==> config.mk <==
export PLATFORM = sky130hd
export DESIGN_NAME = rational_add_subtract_top_flat
export DESIGN_NICKNAME = d
export VERILOG_FILES = /design/src/rtl/ras_pkg.sv /design/src/rtl/ras_if.sv /design/src/rtl/rational_add_subtract_top.sv /design/src/rtl/ras_divider.sv /design/src/rtl/ras_datapath.sv /design/src/rtl/ras_ctrl.sv /design/src/flat_wrapper.sv
export VERILOG_INCLUDE_DIRS = /design/src /design/src/rtl
export SDC_FILE = /design/constraint.sdc
export NUM_CORES = 2
export LEC_CHECK = 0
export BUFFER_PORTS_ARGS = -buffer_cell sky130_fd_sc_hd__buf_2
export CORE_MARGIN = 4
export CORE_UTILIZATION = 65
export DETAILED_ROUTE_END_ITERATION = 10
export PLACE_DENSITY = 0.85
export SYNTH_ARGS = -nofsm -noshare
export SYNTH_HDL_FRONTEND = slang
export SYNTH_SLANG_ARGS = --single-unit
==> constraint.sdc <==
create_clock -name clk_i -period 10.7 [get_ports clk_i]
set_input_delay 2.14 -clock clk_i [delete_from_list [all_inputs] [get_ports clk_i]]
set_output_delay 2.14 -clock clk_i [all_outputs]
set_load 0.01 [all_outputs]
==> src/rtl/assert_macros.svh <==
// Assertion helpers shared by the RTL
`ifndef ASSERT_MACROS_SVH
`define ASSERT_MACROS_SVH

// Assert that prop holds at every rising edge outside reset
`define ASSERT_ALWAYS(label, prop, msg) \
  label: assert property (@(posedge clk_i) disable iff (!rst_ni) (prop)) else $error(msg);

// Assert that cond in one cycle implies cons in the next
`define ASSERT_NEXT(label, cond, cons, msg) \
  label: assert property (@(posedge clk_i) disable iff (!rst_ni) (cond) |=> (cons)) \
    else $error(msg);

`endif

==> src/rtl/ras_pkg.sv <==
package ras_pkg;

  localparam int unsigned OperandBits = 16;
  localparam int unsigned MagBits     = 2 * OperandBits + 1;
  localparam int unsigned CntBits     = $clog2(MagBits + 1);
  localparam int unsigned NumBits     = 33;
  localparam int unsigned DenBits     = 32;

  typedef logic [MagBits-1:0] mag_t;

  // Divider operation select
  typedef enum logic [1:0] {
    DivEuclid = 2'd0,
    DivNum    = 2'd1,
    DivDen    = 2'd2
  } div_sel_e;

  // Controller to datapath
  typedef struct packed {
    logic     load;
    logic     div_start;
    div_sel_e div_sel;
    logic     euclid_step;
    logic     out_load;
    logic     out_zero;
  } ras_cmd_t;

  // Datapath to controller
  typedef struct packed {
    logic all_zero;
    logic y_zero;
    logic div_done;
  } ras_sts_t;

endpackage

==> src/rtl/ras_if.sv <==
interface ras_in_if;
  import ras_pkg::*;
  logic                          valid;
  logic                          ready;
  logic                          opcode;
  logic signed [OperandBits-1:0] a_num;
  logic signed [OperandBits-1:0] a_den;
  logic signed [OperandBits-1:0] b_num;
  logic signed [OperandBits-1:0] b_den;
  modport source (output valid, opcode, a_num, a_den, b_num, b_den, input ready);
  modport sink   (input valid, opcode, a_num, a_den, b_num, b_den, output ready);
endinterface

interface ras_out_if;
  import ras_pkg::*;
  logic                      valid;
  logic                      ready;
  logic signed [NumBits-1:0] res_num;
  logic signed [DenBits-1:0] res_den;
  logic                      zero_divisor;
  modport source (output valid, res_num, res_den, zero_divisor, input ready);
  modport sink   (input valid, res_num, res_den, zero_divisor, output ready);
endinterface

==> src/rtl/rational_add_subtract_top.sv <==
// rational_add_subtract_top: a/b +/- c/d, reduced by a gcd from Euclid's loop.
// Input channel in_if carries opcode (0 add, 1 subtract) and two 16-bit signed
// fractions; output channel out_if returns res_num, res_den and zero_divisor.
// Both are valid/ready; an item moves when valid and ready are high at an edge.
// Products are formed combinationally and registered at load. The gcd then
// runs on one shared restoring divider of 33 bits, one quotient bit a cycle, a
// division per remainder step, followed by two divisions for the reduced
// numerator and denominator. One item is in work at a time.
// When both raw terms are zero the result is 0/0 with zero_divisor set.
// The result stays in an output register until taken; the block accepts the
// next item meanwhile and, if the register is still held, stalls before its
// last division (or before loading a zero-divisor result) until it is taken.
// Reset (rst_ni low) empties the block; no result is pending.
module rational_add_subtract_top
  import ras_pkg::*;
(
  input  logic     clk_i,
  input  logic     rst_ni,
  ras_in_if.sink   in_if,
  ras_out_if.source out_if
);

  ras_cmd_t cmd;
  ras_sts_t sts;

  ras_ctrl u_ctrl (
    .clk_i       (clk_i),
    .rst_ni      (rst_ni),
    .in_valid_i  (in_if.valid),
    .in_ready_o  (in_if.ready),
    .out_valid_o (out_if.valid),
    .out_ready_i (out_if.ready),
    .sts_i       (sts),
    .cmd_o       (cmd)
  );

  ras_datapath u_dp (
    .clk_i  (clk_i),
    .rst_ni (rst_ni),
    .cmd_i  (cmd),
    .sts_o  (sts),
    .in_if  (in_if),
    .num_o  (out_if.res_num),
    .den_o  (out_if.res_den),
    .zdiv_o (out_if.zero_divisor)
  );

endmodule

==> src/rtl/ras_divider.sv <==
`include "assert_macros.svh"

module ras_divider
  import ras_pkg::*;
(
  input  logic clk_i,
  input  logic rst_ni,
  input  logic start_i,
  input  mag_t dividend_i,
  input  mag_t divisor_i,
  output logic done_o,
  output mag_t quot_o,
  output mag_t rem_o
);

  logic              busy_q, busy_d;
  logic [CntBits-1:0] cnt_q, cnt_d;
  mag_t              quot_q, quot_d;
  mag_t              rem_q, rem_d;
  mag_t              dvs_q, dvs_d;
  logic [MagBits:0]  trial;

  // Restoring division, one quotient bit per cycle
  always_comb begin
    busy_d = busy_q;
    cnt_d  = cnt_q;
    quot_d = quot_q;
    rem_d  = rem_q;
    dvs_d  = dvs_q;
    trial  = {rem_q, quot_q[MagBits-1]} - {1'b0, dvs_q};
    done_o = 1'b0;
    if (start_i) begin
      busy_d = 1'b1;
      cnt_d  = CntBits'(MagBits);
      quot_d = dividend_i;
      rem_d  = '0;
      dvs_d  = divisor_i;
    end else if (busy_q) begin
      if (!trial[MagBits]) begin
        rem_d = trial[MagBits-1:0];
      end else begin
        rem_d = {rem_q[MagBits-2:0], quot_q[MagBits-1]};
      end
      quot_d = {quot_q[MagBits-2:0], ~trial[MagBits]};
      cnt_d  = cnt_q - 1'b1;
      if (cnt_q == CntBits'(1)) begin
        busy_d = 1'b0;
        done_o = 1'b1;
      end
    end
  end

  always_ff @(posedge clk_i or negedge rst_ni) begin
    if (!rst_ni) begin
      busy_q <= 1'b0;
      cnt_q  <= '0;
    end else begin
      busy_q <= busy_d;
      cnt_q  <= cnt_d;
    end
  end

  always_ff @(posedge clk_i) begin
    quot_q <= quot_d;
    rem_q  <= rem_d;
    dvs_q  <= dvs_d;
  end

  assign quot_o = quot_d;
  assign rem_o  = rem_d;

  `ASSERT_ALWAYS(a_cnt_busy, (cnt_q != '0) == busy_q, "divider count out of step")
  `ASSERT_NEXT(a_start_busy, start_i, busy_q, "divider not busy after start")

endmodule

==> src/rtl/ras_datapath.sv <==
module ras_datapath
  import ras_pkg::*;
(
  input  logic     clk_i,
  input  logic     rst_ni,
  input  ras_cmd_t cmd_i,
  output ras_sts_t sts_o,
  ras_in_if.sink   in_if,
  output logic signed [NumBits-1:0] num_o,
  output logic signed [DenBits-1:0] den_o,
  output logic     zdiv_o
);

  localparam int unsigned PB = 2 * OperandBits;

  logic [OperandBits-1:0] an_m, ad_m, bn_m, bd_m;
  logic [PB-1:0]          p_m, q_m, d_m;
  logic                   p_s, q_s, d_s;
  mag_t                   n_mag_q, d_mag_q, x_q, y_q, rn_q;
  logic                   n_neg_q, d_neg_q, odd_q, rn_neg;
  mag_t                   sum_m;
  logic                   sum_s;
  mag_t                   dvd, dvs, quot, rem;
  logic                   done, g_neg;
  logic                   nn_d, dn_d;

  function automatic logic [OperandBits-1:0] mag_of(input logic [OperandBits-1:0] v);
    return v[OperandBits-1] ? (~v + 1'b1) : v;
  endfunction

  // Operand products, registered once at load
  always_comb begin
    an_m = mag_of(in_if.a_num);
    ad_m = mag_of(in_if.a_den);
    bn_m = mag_of(in_if.b_num);
    bd_m = mag_of(in_if.b_den);
    p_m  = an_m * bd_m;
    q_m  = bn_m * ad_m;
    d_m  = ad_m * bd_m;
    p_s  = (p_m != '0) && (in_if.a_num[OperandBits-1] ^ in_if.b_den[OperandBits-1]);
    q_s  = (q_m != '0) && (in_if.b_num[OperandBits-1] ^ in_if.a_den[OperandBits-1] ^
           in_if.opcode);
    d_s  = (d_m != '0) && (in_if.a_den[OperandBits-1] ^ in_if.b_den[OperandBits-1]);
    if (p_s == q_s) begin
      sum_m = MagBits'(p_m) + MagBits'(q_m);
      sum_s = p_s;
    end else if (p_m >= q_m) begin
      sum_m = MagBits'(p_m - q_m);
      sum_s = p_s;
    end else begin
      sum_m = MagBits'(q_m - p_m);
      sum_s = q_s;
    end
    nn_d = sum_s && (sum_m != '0);
    dn_d = d_s;
  end

  always_comb begin
    unique case (cmd_i.div_sel)
      DivNum:  dvd = n_mag_q;
      DivDen:  dvd = d_mag_q;
      default: dvd = x_q;
    endcase
    dvs = (cmd_i.div_sel == DivEuclid) ? y_q : x_q;
  end

  ras_divider u_div (
    .clk_i      (clk_i),
    .rst_ni     (rst_ni),
    .start_i    (cmd_i.div_start),
    .dividend_i (dvd),
    .divisor_i  (dvs),
    .done_o     (done),
    .quot_o     (quot),
    .rem_o      (rem)
  );

  assign g_neg  = odd_q ? d_neg_q : n_neg_q;
  assign rn_neg = (quot != '0) && (d_neg_q ^ g_neg);

  always_ff @(posedge clk_i or negedge rst_ni) begin
    if (!rst_ni) begin
      odd_q <= 1'b0;
    end else if (cmd_i.load) begin
      odd_q <= 1'b0;
    end else if (cmd_i.euclid_step) begin
      odd_q <= ~odd_q;
    end
  end

  always_ff @(posedge clk_i) begin
    if (cmd_i.load) begin
      n_mag_q <= sum_m;
      n_neg_q <= nn_d;
      d_mag_q <= MagBits'(d_m);
      d_neg_q <= dn_d;
      x_q     <= sum_m;
      y_q     <= MagBits'(d_m);
    end else if (cmd_i.euclid_step) begin
      x_q <= y_q;
      y_q <= rem;
    end
    // Numerator quotient is held until the denominator one completes
    if (done && cmd_i.div_sel == DivNum) begin
      rn_q <= (quot != '0) && (n_neg_q ^ g_neg) ? -quot : quot;
    end
    if (cmd_i.out_load) begin
      num_o  <= cmd_i.out_zero ? '0 : NumBits'(rn_q);
      den_o  <= cmd_i.out_zero ? '0 : DenBits'(rn_neg ? -quot : quot);
      zdiv_o <= cmd_i.out_zero;
    end
  end

  assign sts_o.all_zero = (n_mag_q == '0) && (d_mag_q == '0);
  assign sts_o.y_zero   = (y_q == '0);
  assign sts_o.div_done = done;

endmodule

==> src/rtl/ras_ctrl.sv <==
`include "assert_macros.svh"

module ras_ctrl
  import ras_pkg::*;
(
  input  logic     clk_i,
  input  logic     rst_ni,
  input  logic     in_valid_i,
  output logic     in_ready_o,
  output logic     out_valid_o,
  input  logic     out_ready_i,
  input  ras_sts_t sts_i,
  output ras_cmd_t cmd_o
);

  localparam logic [2:0] SIdle  = 3'd0;
  localparam logic [2:0] SCheck = 3'd1;
  localparam logic [2:0] SEuc   = 3'd2;
  localparam logic [2:0] SNum   = 3'd3;
  localparam logic [2:0] SDen   = 3'd4;
  localparam logic [2:0] SOut   = 3'd5;

  logic [2:0] state_q, state_d;
  logic       busy_q, busy_d;
  logic       ov_q, ov_d;

  always_comb begin
    state_d = state_q;
    busy_d  = busy_q;
    ov_d    = ov_q;
    cmd_o   = '0;
    cmd_o.div_sel = DivEuclid;
    in_ready_o = (state_q == SIdle);
    if (ov_q && out_ready_i) ov_d = 1'b0;
    unique case (state_q)
      SIdle: begin
        if (in_valid_i) begin
          cmd_o.load = 1'b1;
          state_d = SCheck;
        end
      end
      SCheck: begin
        if (sts_i.all_zero) begin
          if (!ov_d) begin
            cmd_o.out_load = 1'b1;
            cmd_o.out_zero = 1'b1;
            ov_d = 1'b1;
            state_d = SIdle;
          end
        end else if (sts_i.y_zero) begin
          cmd_o.div_sel = DivNum;
          cmd_o.div_start = 1'b1;
          state_d = SNum;
        end else begin
          cmd_o.div_start = 1'b1;
          busy_d = 1'b1;
          state_d = SEuc;
        end
      end
      SEuc: begin
        if (busy_q) begin
          if (sts_i.div_done) begin
            cmd_o.euclid_step = 1'b1;
            busy_d = 1'b0;
          end
        end else if (sts_i.y_zero) begin
          cmd_o.div_sel = DivNum;
          cmd_o.div_start = 1'b1;
          state_d = SNum;
        end else begin
          cmd_o.div_start = 1'b1;
          busy_d = 1'b1;
        end
      end
      SNum: begin
        cmd_o.div_sel = DivNum;
        if (sts_i.div_done) state_d = SDen;
      end
      SDen: begin
        cmd_o.div_sel = DivDen;
        // Hold the last division until the output register is free
        if (!ov_d) begin
          cmd_o.div_start = 1'b1;
          state_d = SOut;
        end
      end
      SOut: begin
        cmd_o.div_sel = DivDen;
        if (sts_i.div_done) begin
          cmd_o.out_load = 1'b1;
          ov_d = 1'b1;
          state_d = SIdle;
        end
      end
      default: state_d = SIdle;
    endcase
  end

  always_ff @(posedge clk_i or negedge rst_ni) begin
    if (!rst_ni) begin
      state_q <= SIdle;
      busy_q  <= 1'b0;
      ov_q    <= 1'b0;
    end else begin
      state_q <= state_d;
      busy_q  <= busy_d;
      ov_q    <= ov_d;
    end
  end

  assign out_valid_o = ov_q;

  `ASSERT_NEXT(a_load_check, cmd_o.load, state_q == SCheck, "load did not enter check")
  `ASSERT_ALWAYS(a_no_overwrite, !(cmd_o.out_load && ov_q && !out_ready_i),
                 "result overwritten while held")
  `ASSERT_ALWAYS(a_ready_idle, !(in_ready_o && busy_q && state_q != SIdle),
                 "ready while working")

endmodule

==> src/flat_wrapper.sv <==
// flat-port wrapper written by rule: the top's interface ports become plain ports
module rational_add_subtract_top_flat import ras_pkg::*;
  (clk_i, rst_ni, in_if_valid, in_if_opcode, in_if_a_num, in_if_a_den, in_if_b_num, in_if_b_den, in_if_ready, out_if_valid, out_if_res_num, out_if_res_den, out_if_zero_divisor, out_if_ready);
  ras_in_if in_if_i ();
  ras_out_if out_if_i ();
  input  logic clk_i;
  input  logic rst_ni;
  input wire logic [$bits(in_if_i.valid)-1:0] in_if_valid;
  input wire logic [$bits(in_if_i.opcode)-1:0] in_if_opcode;
  input wire logic [$bits(in_if_i.a_num)-1:0] in_if_a_num;
  input wire logic [$bits(in_if_i.a_den)-1:0] in_if_a_den;
  input wire logic [$bits(in_if_i.b_num)-1:0] in_if_b_num;
  input wire logic [$bits(in_if_i.b_den)-1:0] in_if_b_den;
  output wire logic [$bits(in_if_i.ready)-1:0] in_if_ready;
  output wire logic [$bits(out_if_i.valid)-1:0] out_if_valid;
  output wire logic [$bits(out_if_i.res_num)-1:0] out_if_res_num;
  output wire logic [$bits(out_if_i.res_den)-1:0] out_if_res_den;
  output wire logic [$bits(out_if_i.zero_divisor)-1:0] out_if_zero_divisor;
  input wire logic [$bits(out_if_i.ready)-1:0] out_if_ready;
  assign in_if_i.valid = in_if_valid;
  assign in_if_i.opcode = in_if_opcode;
  assign in_if_i.a_num = in_if_a_num;
  assign in_if_i.a_den = in_if_a_den;
  assign in_if_i.b_num = in_if_b_num;
  assign in_if_i.b_den = in_if_b_den;
  assign in_if_ready = in_if_i.ready;
  assign out_if_valid = out_if_i.valid;
  assign out_if_res_num = out_if_i.res_num;
  assign out_if_res_den = out_if_i.res_den;
  assign out_if_zero_divisor = out_if_i.zero_divisor;
  assign out_if_i.ready = out_if_ready;
  rational_add_subtract_top u_core (.clk_i(clk_i), .rst_ni(rst_ni), .in_if(in_if_i), .out_if(out_if_i));
endmodule
==> metrics <==
Initial Utilization 65.5%; core box area 74400 sq um; setup ws final -1.27 ns; 1st-iter DRT viols 5514; Clock Tree Buf Depth 3; pin count of the biggest net entering global routing 81; final slew viol count 0; slowest stage cell, crit path or4_4; adder-cell share of the synthesized area 35.6%; fraction of registers with async set/reset 3.78%; commonest cells after routing, fill and taps aside buf_4 (987), inv_1 (862), nand2_1 (719); post-synth top area cell fa_1; die area 79500 sq um; GRT Overall Usage 43.0%; DRC viols 0; number of global-route vias before repair 48100; antenna violations before repair 7; placed cell count 7432; Chip Height 282 um; Synth Register Bits 344; Clock transition at path regs 0.07 ns; GPL Wtd Cong 1.03; post-route ant nets 0; RSZ-0062 raised after global routing true; maxcap violations 0; Crit Path Max Fanout 5; Layout area overhead 26.1%; skew final 0.0199 ns; startpoint types primary input; max incr delay on CP 0.57 ns; Worst R2R Setup Slack 1.90 ns; die width 282 um; buffers added on ports 136; Syn. warnings 0; mean post-synth cell area 8.71 sq um; CTS tree yes; CP startpoint in_if_a_den[5]; # nets final 7694; WHS 0.510 ns; non-filler cells, final 7590; Crit path top cell by count fa_1; Sequential Area 9600 sq um; Fillers 4294; clk_lat worst skew 0.57 ns; CP Data Arrival Time 12.27 ns; syn_nets 6705; Detailed Place HPWL 139000 um; # hold bufs at CTS 0; critical path class in2reg; Post-Synth XOR/XNOR Area 5.15%; CTS H-tree depth 1; simple-gate share of the synthesized area 15.9%; drt via density 6.20; Post-synth EDFFs 264; Vias 47000; clock sink count 344; post-synthesis sequential area ratio 19.7%; TritonCTS buffer count 31; CP bufs+invs 7; failing checks setup timing; Crit Reg-Reg Startpoint u_core.u_dp.y_q[0]; num ports 137; Post-Syn Area 48800 sq um; Cell Rows 100; commonest non-fill, non-tap cell in the layout buf_4; largest family of logic cells by synthesized area adder cells; Crit path max-delay family adder cells; DRT Pass-1 Iters 7; combined area of the multi-input logic cells 37300 sq um; Critical Path Sink Type flip-flop; Finish-stage setup viols 65; measured slew at the worst slew-check pin 1.04 ns; ratio of cells with drive above 1 in the final layout 25.2%; Hold Fails Final Rpt 0; Synth cell types 91; Mapped Cells 5600; status finished, violations left; post-synthesis mux area share 3.04%; CTS root buffer clkbuf_16; top cell type's share of synthesized area 24.0%; leading post-synthesis cells by cell area fa_1 (24%), edfxtp_1 (16%), ha_1 (12%); Top FF cell, synth edfxtp_1; pre-CTS WS -2.10 ns; Worst slew margin 30.9%; Final period util 112%; setup tns final -28.14 ns; first-pass GRT wire length 265000 um; Synth Area in Compound Gates 12.0%; hold wc startpoint u_core.u_dp.rn_q[32]; grt total ovfl 0; fin crit period 11.97 ns; fmax 83.5 MHz; hold crit path type reg2reg; Worst Path Required 11.00 ns; Routed WL per cell 22.9 um; Detailed Route WL 174000 um
[metrics by stage]
step	instance area [sq um]	util (%)
after CTS	61000	82.0
after global routing	61500	82.6
after global placement	57900	77.8
after floorplan	49600	-
after detailed placement	57900	77.8
final	61500	82.7
[metal layers]
| layer | GRT usage, % | up-vias | share of wire [%] |
|---|---|---|---|
| met3 | 10.3 | 882 | 12 |
| met4 | 28.4 | 6 | 8.7 |
| met2 | 67.0 | 3249 | 44 |
| met5 | 0.954 | - | 0.052 |
| li1 | - | 20300 | - |
| met1 | 53.5 | 22600 | 35 |
[worst reg2reg max path, stage by stage, from the launching register on]
cell and delay [ns]:
edfxtp_1 0.47, nor4_1 0.73, nand4_1 0.26, nor3_1 0.57, nand2_1 0.17, a21bo_2 0.25, a21o_1 0.19, ha_2 0.28
buf_4 0.31, o21ai_0 0.88, nand3_1 0.25, nor2_1 0.23, nand2_1 0.07, mux2_2 0.34, nor3_1 0.41, nand3_1 0.29
and3b_1 0.34, nand3b_1 0.27, nor3_1 0.39, nand2b_1 0.17, nor3b_1 0.22, ha_1 0.21, or3_1 0.75, a31o_2 0.23
xor2_1 0.16, nor2_1 0.06
[cells by family after synthesis]
| logic type | Yosys count |
|---|---|
| mux | 141 |
| compound gates | 904 |
| flops | 344 |
| xor+xnor | 284 |
| simple gates | 1770 |
| buf+inv | 1121 |
| fa+ha+maj | 1036 |
[sequential cells by signal (all words and copies together) (netlist names), 3 cells and up]
register	count
u_core.u_dp.x_q	33
u_core.u_dp.u_div.dvs_q	33
u_core.u_ctrl.state_q	3
u_core.u_dp.u_div.quot_q	33
u_core.u_dp.d_mag_q	32
u_core.u_dp.n_mag_q	33
u_core.u_dp.num_o	33
u_core.u_dp.rn_q	33
u_core.u_dp.y_q	33
u_core.u_dp.u_div.rem_q	33
u_core.u_dp.den_o	32
u_core.u_dp.u_div.cnt_q	6
[area by class of cell]
cell class | instances | share of cell area [%]
clock inverter | 17 | 0.216
multi-input combinational | 4136 | 60.6
inverter | 884 | 5.41
timing repair buffer | 1192 | 14.8
sequential | 344 | 15.6
tap | 969 | 1.97
clock buffer | 40 | 1.36
antenna | 8 | 0.0325
[final timing paths]
| kind | to | cells past startpoint |
|---|---|---|
| min in group asynchronous | u_core.u_ctrl.busy_q | 1 |
| max in group asynchronous | u_core.u_dp.u_div.busy_q | 1 |
| setup / recovery | u_core.u_dp.n_neg_q | 38 |
| setup reg to reg | u_core.u_dp.den_o[29] | 25 |
| hold reg to reg | u_core.u_dp.num_o[32] | 1 |
| hold / removal | u_core.u_dp.num_o[32] | 1 |
[synth_stat cells (all sizes together), types with 9 or more instances]
library cell,instances
ha,450
inv,883
a211o,13
nor2,550
or4,11
and3,17
fa,586
a21boi,11
nor4,48
o31ai,31
dfxtp,67
a21o,71
nand4,24
a31o,10
o21ai,204
o41ai,14
mux2,57
a21oi,243
or2,16
and2,78
o21a,21
o211ai,42
and4,9
buf,15
nand2b,42
edfxtp,264
nand2,748
a211oi,47
xnor2,171
nand3,65
or3,40
nor3,71
a31oi,27
clkbuf,222
xor2,113
dfrtp,13
nor2b,24
mux2i,84
o21bai,37
a22oi,35
[timing repair]
item / CTS / global route
hold endpoints to repair: 0 / 0
gates resized for setup: 312 / 83
pin swaps: 133 / 54
cloned: 1 / 0
setup buffers: 79 / 28
setup endpoints to repair: 65 / 65
Power is not shown: default switching activity piles up to over one toggle a cycle in this logic, so the estimate is an artifact.
